==> src/sv/deq_pkg.sv <==
// shared command codes, status codes, field widths and controller/datapath signal groups
package deq_pkg;

  // command codes
  localparam logic [2:0] CMD_PUSH_FRONT = 3'd0;
  localparam logic [2:0] CMD_PUSH_BACK  = 3'd1;
  localparam logic [2:0] CMD_POP_FRONT  = 3'd2;
  localparam logic [2:0] CMD_POP_BACK   = 3'd3;
  localparam logic [2:0] CMD_PEEK_FRONT = 3'd4;
  localparam logic [2:0] CMD_PEEK_BACK  = 3'd5;

  // status codes
  localparam logic [1:0] ST_OK    = 2'd0;
  localparam logic [1:0] ST_EMPTY = 2'd1;
  localparam logic [1:0] ST_FULL  = 2'd2;

  // field widths of the stream payloads
  localparam int unsigned CMD_W   = 3;
  localparam int unsigned VALUE_W = 32;
  localparam int unsigned STAT_W  = 2;
  localparam int unsigned FILL_W  = 5;
  localparam int unsigned IN_TDATA_W  = 40;
  localparam int unsigned OUT_TDATA_W = 40;

  // controller to datapath
  typedef struct packed {
    logic load;       // request accepted this cycle
    logic take_read;  // capture read data from the store
  } deq_cmd_t;

  // datapath to controller
  typedef struct packed {
    logic needs_read; // current request reads an entry
  } deq_stat_t;

endpackage

==> src/sv/deq_ram.sv <==
// generic single-write, single-read memory with registered read data
module deq_ram #(
  parameter int unsigned WIDTH = 32,
  parameter int unsigned DEPTH = 16
) (
  input  logic                     clk_i,
  input  logic                     we_i,
  input  logic [$clog2(DEPTH)-1:0] waddr_i,
  input  logic [WIDTH-1:0]         wdata_i,
  input  logic                     re_i,
  input  logic [$clog2(DEPTH)-1:0] raddr_i,
  output logic [WIDTH-1:0]         rdata_o
);

  logic [WIDTH-1:0] mem_q [DEPTH];
  logic [WIDTH-1:0] rdata_q;

  // write port
  always_ff @(posedge clk_i) begin
    if (we_i) begin
      mem_q[waddr_i] <= wdata_i;
    end
  end

  // registered read port
  always_ff @(posedge clk_i) begin
    if (re_i) begin
      rdata_q <= mem_q[raddr_i];
    end
  end

  assign rdata_o = rdata_q;

endmodule

==> src/sv/deq_ctrl.sv <==
// request sequencer: accept, optional store read, result hand-off
module deq_ctrl (
  input  logic               clk_i,
  input  logic               rst_ni,
  input  logic               in_valid_i,
  output logic               in_ready_o,
  output logic               out_valid_o,
  input  logic               out_ready_i,
  input  deq_pkg::deq_stat_t stat_i,
  output deq_pkg::deq_cmd_t  cmd_o
);
  import deq_pkg::*;

  localparam logic [1:0] S_IDLE = 2'd0;
  localparam logic [1:0] S_READ = 2'd1;
  localparam logic [1:0] S_RESP = 2'd2;

  logic [1:0] state_q, state_d;

  // next state
  always_comb begin
    state_d = state_q;
    case (state_q)
      S_IDLE: begin
        if (in_valid_i) begin
          state_d = stat_i.needs_read ? S_READ : S_RESP;
        end
      end
      S_READ: begin
        state_d = S_RESP;
      end
      S_RESP: begin
        if (out_ready_i) begin
          state_d = S_IDLE;
        end
      end
      default: begin
        state_d = S_IDLE;
      end
    endcase
  end

  always_ff @(posedge clk_i or negedge rst_ni) begin
    if (!rst_ni) begin
      state_q <= S_IDLE;
    end else begin
      state_q <= state_d;
    end
  end

  // handshakes and datapath commands
  assign in_ready_o      = (state_q == S_IDLE);
  assign out_valid_o     = (state_q == S_RESP);
  assign cmd_o.load      = in_ready_o && in_valid_i;
  assign cmd_o.take_read = (state_q == S_READ);

endmodule

==> src/sv/deq_datapath.sv <==
// ring pointers, entry count, entry store and result registers
module deq_datapath #(
  parameter int unsigned CAPACITY   = 16,
  parameter int unsigned DATA_WIDTH = 32
) (
  input  logic                         clk_i,
  input  logic                         rst_ni,
  input  deq_pkg::deq_cmd_t            cmd_i,
  output deq_pkg::deq_stat_t           stat_o,
  input  logic [deq_pkg::CMD_W-1:0]    req_cmd_i,
  input  logic [deq_pkg::VALUE_W-1:0]  push_value_i,
  output logic [deq_pkg::VALUE_W-1:0] read_value_o,
  output logic [deq_pkg::STAT_W-1:0]   status_o,
  output logic                         is_empty_o,
  output logic [deq_pkg::FILL_W-1:0]   fill_count_o
);
  import deq_pkg::*;

  localparam int unsigned AW = $clog2(CAPACITY);
  localparam int unsigned CW = $clog2(CAPACITY + 1);
  localparam int unsigned SW = CW + 1;
  localparam logic [AW-1:0] LAST_SLOT = AW'(CAPACITY - 1);
  localparam logic [CW-1:0] CAP_C     = CW'(CAPACITY);
  localparam logic [SW-1:0] CAP_S     = SW'(CAPACITY);

  logic [AW-1:0] front_q, front_d;
  logic [CW-1:0] count_q, count_d;
  logic [STAT_W-1:0] status_q, status_d;
  logic [VALUE_W-1:0] read_value_q;

  logic is_push, is_pop, is_front_read, is_read;
  logic full, empty, push_ok, read_ok;
  logic [AW-1:0] front_inc, front_dec;
  logic [SW-1:0] tail_sum, back_sum;
  logic [AW-1:0] tail_slot, back_slot;

  logic [AW-1:0] ram_waddr, ram_raddr;
  logic [DATA_WIDTH-1:0] ram_wdata, ram_rdata;
  logic [DATA_WIDTH+VALUE_W-1:0] wr_ext, rd_ext;
  logic [CW+FILL_W-1:0] fill_ext;

  // command decode
  assign is_push = (req_cmd_i == CMD_PUSH_FRONT) || (req_cmd_i == CMD_PUSH_BACK);
  assign is_pop  = (req_cmd_i == CMD_POP_FRONT) || (req_cmd_i == CMD_POP_BACK);
  assign is_front_read = (req_cmd_i == CMD_POP_FRONT) || (req_cmd_i == CMD_PEEK_FRONT);
  assign is_read = is_pop || is_front_read
                   || (req_cmd_i == CMD_PEEK_BACK);

  assign full    = (count_q == CAP_C);
  assign empty   = (count_q == '0);
  assign push_ok = is_push && !full;
  assign read_ok = is_read && !empty;

  assign stat_o.needs_read = read_ok;

  // ring index arithmetic, sums stay below twice the capacity
  assign front_inc = (front_q == LAST_SLOT) ? '0 : front_q + 1'b1;
  assign front_dec = (front_q == '0) ? LAST_SLOT : front_q - 1'b1;
  assign tail_sum  = SW'(front_q) + SW'(count_q);
  assign back_sum  = tail_sum - 1'b1;
  assign tail_slot = (tail_sum >= CAP_S) ? AW'(tail_sum - CAP_S) : AW'(tail_sum);
  assign back_slot = (back_sum >= CAP_S) ? AW'(back_sum - CAP_S) : AW'(back_sum);

  // store ports
  assign wr_ext    = {{DATA_WIDTH{1'b0}}, push_value_i};
  assign ram_wdata = wr_ext[DATA_WIDTH-1:0];
  assign ram_waddr = (req_cmd_i == CMD_PUSH_FRONT) ? front_dec : tail_slot;
  assign ram_raddr = is_front_read ? front_q : back_slot;

  deq_ram #(
    .WIDTH (DATA_WIDTH),
    .DEPTH (CAPACITY)
  ) u_store (
    .clk_i   (clk_i),
    .we_i    (cmd_i.load && push_ok),
    .waddr_i (ram_waddr),
    .wdata_i (ram_wdata),
    .re_i    (cmd_i.load && read_ok),
    .raddr_i (ram_raddr),
    .rdata_o (ram_rdata)
  );

  // pointer, count and status update
  always_comb begin
    front_d  = front_q;
    count_d  = count_q;
    status_d = ST_OK;
    if (is_push) begin
      if (full) begin
        status_d = ST_FULL;
      end else begin
        count_d = count_q + 1'b1;
        if (req_cmd_i == CMD_PUSH_FRONT) begin
          front_d = front_dec;
        end
      end
    end else if (is_read) begin
      if (empty) begin
        status_d = ST_EMPTY;
      end else if (is_pop) begin
        count_d = count_q - 1'b1;
        if (req_cmd_i == CMD_POP_FRONT) begin
          front_d = front_inc;
        end
      end
    end
  end

  always_ff @(posedge clk_i or negedge rst_ni) begin
    if (!rst_ni) begin
      front_q <= '0;
      count_q <= '0;
    end else if (cmd_i.load) begin
      front_q <= front_d;
      count_q <= count_d;
    end
  end

  // result registers
  assign rd_ext = {{VALUE_W{1'b0}}, ram_rdata};

  always_ff @(posedge clk_i) begin
    if (cmd_i.load) begin
      status_q     <= status_d;
      read_value_q <= '0;
    end else if (cmd_i.take_read) begin
      read_value_q <= rd_ext[VALUE_W-1:0];
    end
  end

  assign fill_ext     = {{FILL_W{1'b0}}, count_q};
  assign read_value_o = read_value_q;
  assign status_o     = status_q;
  assign is_empty_o   = empty;
  assign fill_count_o = fill_ext[FILL_W-1:0];

endmodule

==> src/sv/double_ended_queue_core.sv <==
// bounded double-ended queue on a ring buffer, top level
//
//   channel   dir   payload
//   s_axis    in    tdata[2:0] cmd, [34:3] push_value, [39:35] zero
//   m_axis    out   tdata[31:0] read_value, [33:32] status, [34] is_empty,
//                   [39:35] fill_count
//
// a push or an error goes straight to the result; a pop or peek that finds an
// entry first passes the read state for the registered read of the entry store
// one request is in flight at a time; s_axis_tready is low until its result
// has been taken on m_axis, so a stalled result holds off the next request
// reset clears the front index and count; store contents need no clearing
module double_ended_queue_core #(
  parameter int unsigned CAPACITY   = 16,
  parameter int unsigned DATA_WIDTH = 32
) (
  input  logic                             clk_i,
  input  logic                             rst_ni,
  input  logic                             s_axis_tvalid,
  output logic                             s_axis_tready,
  // cmd [2:0], push_value [34:3], zero fill [39:35]
  input  logic [deq_pkg::IN_TDATA_W-1:0]   s_axis_tdata,
  output logic                             m_axis_tvalid,
  input  logic                             m_axis_tready,
  // read_value [31:0], status [33:32], is_empty [34], fill_count [39:35]
  output logic [deq_pkg::OUT_TDATA_W-1:0]  m_axis_tdata
);
  import deq_pkg::*;

  deq_cmd_t  dp_cmd;
  deq_stat_t dp_stat;

  logic [VALUE_W-1:0] read_value;
  logic [STAT_W-1:0]  status;
  logic               is_empty;
  logic [FILL_W-1:0]  fill_count;

  // sequencer
  deq_ctrl u_ctrl (
    .clk_i       (clk_i),
    .rst_ni      (rst_ni),
    .in_valid_i  (s_axis_tvalid),
    .in_ready_o  (s_axis_tready),
    .out_valid_o (m_axis_tvalid),
    .out_ready_i (m_axis_tready),
    .stat_i      (dp_stat),
    .cmd_o       (dp_cmd)
  );

  // pointers, store and results
  deq_datapath #(
    .CAPACITY   (CAPACITY),
    .DATA_WIDTH (DATA_WIDTH)
  ) u_datapath (
    .clk_i        (clk_i),
    .rst_ni       (rst_ni),
    .cmd_i        (dp_cmd),
    .stat_o       (dp_stat),
    .req_cmd_i    (s_axis_tdata[CMD_W-1:0]),
    .push_value_i (s_axis_tdata[CMD_W+VALUE_W-1:CMD_W]),
    .read_value_o (read_value),
    .status_o     (status),
    .is_empty_o   (is_empty),
    .fill_count_o (fill_count)
  );

  // result packing
  assign m_axis_tdata = {fill_count, is_empty, status, read_value};

endmodule

==> config.mk <==
export PLATFORM = sky130hd
export DESIGN_NAME = double_ended_queue_core
export DESIGN_NICKNAME = d
export VERILOG_FILES = /design/src/sv/deq_pkg.sv /design/src/sv/deq_ram.sv /design/src/sv/deq_ctrl.sv /design/src/sv/deq_datapath.sv /design/src/sv/double_ended_queue_core.sv
export SDC_FILE = /design/constraint.sdc
export NUM_CORES = 1
export LEC_CHECK = 0
export ABC_AREA = 1
export BUFFER_PORTS_ARGS = -buffer_cell sky130_fd_sc_hd__buf_2
export CAP_MARGIN = 10
export CORE_ASPECT_RATIO = 0.75
export CORE_MARGIN = 2
export CORE_UTILIZATION = 62
export CTS_CLUSTER_SIZE = 20
export DETAILED_ROUTE_END_ITERATION = 10
export GPL_ROUTABILITY_DRIVEN = 0
export PLACE_DENSITY_LB_ADDON = 0.1
export SYNTH_ARGS = -nofsm -noshare
export SYNTH_HDL_FRONTEND = slang
export SYNTH_SLANG_ARGS = --single-unit
==> constraint.sdc <==
create_clock -name clk_i -period 4.9 [get_ports clk_i]
set_clock_uncertainty 0.2 [all_clocks]
set_input_delay 0.735 -clock clk_i [delete_from_list [all_inputs] [get_ports clk_i]]
set_output_delay 0.735 -clock clk_i [all_outputs]
set_load 0.03 [all_outputs]
==> impl_metrics.ini <==
[worst_setup_path]
critical_path.cell_chain = inv_1 -> ha_1 -> nand2_1 -> o21ai_0 -> o21ai_0 -> inv_1 -> nand3_1 -> nor2_4 -> buf_12
crit_required_ps = 4970
slowest_delay_ps = 800
critPathKind = register to register
end_kind = register
crit_arrival_ps = 3740
start_kind = register
crit_slowest_cell = nor2_4
crit_path_max_fanout = 18

[timing]
finalSetupViolCount = 0
fmax_ghz = 0.2727
period_minus_slack_ps = 3667
hold_viol_final = 0
maxSlewViolCount = 0
worst_slew_margin_rel_pct = 18.47
final.setup.tns_ps = 0
rsz0062_at_grt = no
period_share_pct = 74.83
tightestPinTransition_ps = 1223

[yosys]
synth_top_area_cell = edfxtp_1
netlist.area_leader.share_pct = 63.96
synth_edf_count = 546
synth_flop_cell = edfxtp_1
yosysWarnings = 0
syn_inst = 2415
ys_async_sr_fraction_pct = 1.868
ys_seq_area_share_pct = 67.53
synth.avg_cell_area_um2 = 10.62
syn_nets = 2470
ys_ff_latch = 589
netlist_area_um2 = 25640
synth_area_leaders = edfxtp_1, nand3_1, nand2_1, inv_1, nand3b_1
synthDistinctLibCells = 33

[routing]
drt_iter0_drc = 2050
vias = 17433
postRouteAntennaNets = 0
via_per_inst = 5.740
drc = 0
routed_wl_um = 63880
dr.pass1.iters = 5
wl_per_cell_um = 21.03

[clocking]
cts_tree = yes
htreeDepth = 2
clock_latency_ps = 590
clock-sinks = 589
cts_resized = 0
cts_made_buffers = 55
root_buffer = clkbuf_16
cts.clk_slew.worst_paths_ps = 60
cts_buffer_depth = 3

[layout]
fillers = 2905
drive_gt1_share_pct = 9.526
layout.nets = 2517
area_growth_pct = 11.86
regArea_um2 = 17310
multiInputGateArea_um2 = 6222
antenna_cells = 0

[global_routing]
grt_pass1_wl_um = 96020
grt_usage_pct = 29.87
grt_start_max_net_pins = 119
antenna_found_initial = 3
grt_overflow = 0
grt_pass1_vias = 16370

[floorplan]
die_w_um = 238.8
ios = 86
die_y_um = 180.1
die_area_um2 = 43010
floorplan.initialDensity_pct = 62.90
core-area_um2 = 40760
core.rowCount = 64

[job]
cap_violations = 0

[place]
io_buffers = 80
hpwlAfterDp_um = 33170

[min_path]
hold_class = input pin to register

[outcome]
outcome = completed
routing by layer:
| layer | vias up | share of wire, % | wire length, µm | track usage (%) |
|---|---|---|---|---|
| met4 | 4 | 2.3 | 1458 | 8.500 |
| met5 | - | 0.041 | 26 | 0 |
| met1 | 8233 | 41 | 26440 | 42.95 |
| met3 | 138 | 11 | 6873 | 6.020 |
| met2 | 921 | 46 | 29070 | 46.81 |
| li1 | 8137 | - | - | - |
worst paths after layout:
kind                            cells after the start                               to                        start  slack, ps
worst max-delay path                                9  u_datapath.u_store.mem_q[9][18]        u_datapath.front_q[1]       1230
worst min-delay path                                3                u_ctrl.state_q[1]                s_axis_tvalid        230
worst max register to register                      9  u_datapath.u_store.mem_q[9][18]        u_datapath.front_q[1]       1230
worst min register to register                      2      u_datapath.read_value_o[29]  u_datapath.read_value_o[29]        260
max in group asynchronous                           2                u_ctrl.state_q[1]                       rst_ni       3930
min in group asynchronous                           2       u_datapath.fill_count_o[2]                       rst_ni        350
flip-flops by register name (all words and copies together) (netlist names):
name,cells
u_datapath.u_store.mem_q,512
u_datapath.read_value_o,32
u_datapath.u_store.rdata_o,32
u_datapath.fill_count_o,5
u_datapath.front_q,4
u_ctrl.state_q,2
u_datapath.status_o,2
timing repair:
action,CTS,global route
hold buffers,1,0
buffers inserted,0,0
hold endpoints to repair,11,0
endpoints found under the setup margin,0,0
cell usage after synthesis (3+ instances only):
cell type,count
a21oi_1,3
buf_1,13
buf_2,67
buf_4,7
clkbuf_1,46
dfrtp_1,11
dfxtp_1,32
edfxtp_1,546
ha_1,9
inv_1,444
nand2_1,466
nand2_2,4
nand3_1,592
nand3b_1,97
nor2_1,36
o21ai_0,17
o21ai_2,3
xor2_1,4
placed cells by master (no fill, tap or decap), drive strengths merged, types with 2 or more instances in the layout:
master	count
a21oi	4
buf	123
bufinv	4
clkbuf	76
clkinv	23
dfrtp	11
dfxtp	32
edfxtp	546
fa	2
ha	9
inv	446
nand2	471
nand3	594
nand3b	97
nand4	3
nor2	36
o21ai	20
xnor2	2
xor2	4
metrics by stage:
stage	setup WS, ps	area [µm²]	cells	util [%]	hold slack [ps]
6_report	1233	28680	3037	70.35	225.3
5_1_grt	1075	28680	3037	70.35	243.7
4_1_cts	1107	28650	3036	70.28	213.0
3_5_place_dp	995.5	26800	2931	65.74	254.8
3_3_place_gp	1019	26800	2931	65.74	250.8
2_1_floorplan	1168	25640	2415	-	239.4
logic make-up after synthesis:
logic type	after synthesis	share of synthesized area, %
AND/OR/NAND/NOR	1202	22.11
flip-flops	589	67.53
buffers and inverters	580	8.951
AO/OA/AOI/OAI	27	0.6052
adder cells (fa/ha/maj)	11	0.5955
XOR/XNOR	6	0.2050
worst max-delay path, delay by kind of cell, from the launching register on:
kind	cells	cell delay, ps
simple gates	3	1240
buf+inv	3	630
compound gates	2	540
flops	1	500
fa+ha+maj	1	230
area by class of cell:
class                      instances  share of cell area (%)
clock inverter                    28                  0.8770
tap                              528                   2.304
clock buffer                      76                   5.541
multi-input combinational       1246                   21.70
sequential                       589                   60.37
inverter                         446                   5.838
timing repair buffer             124                   3.369
Power is not shown: default switching activity piles up to over one toggle a cycle in this logic, so the estimate is an artifact.
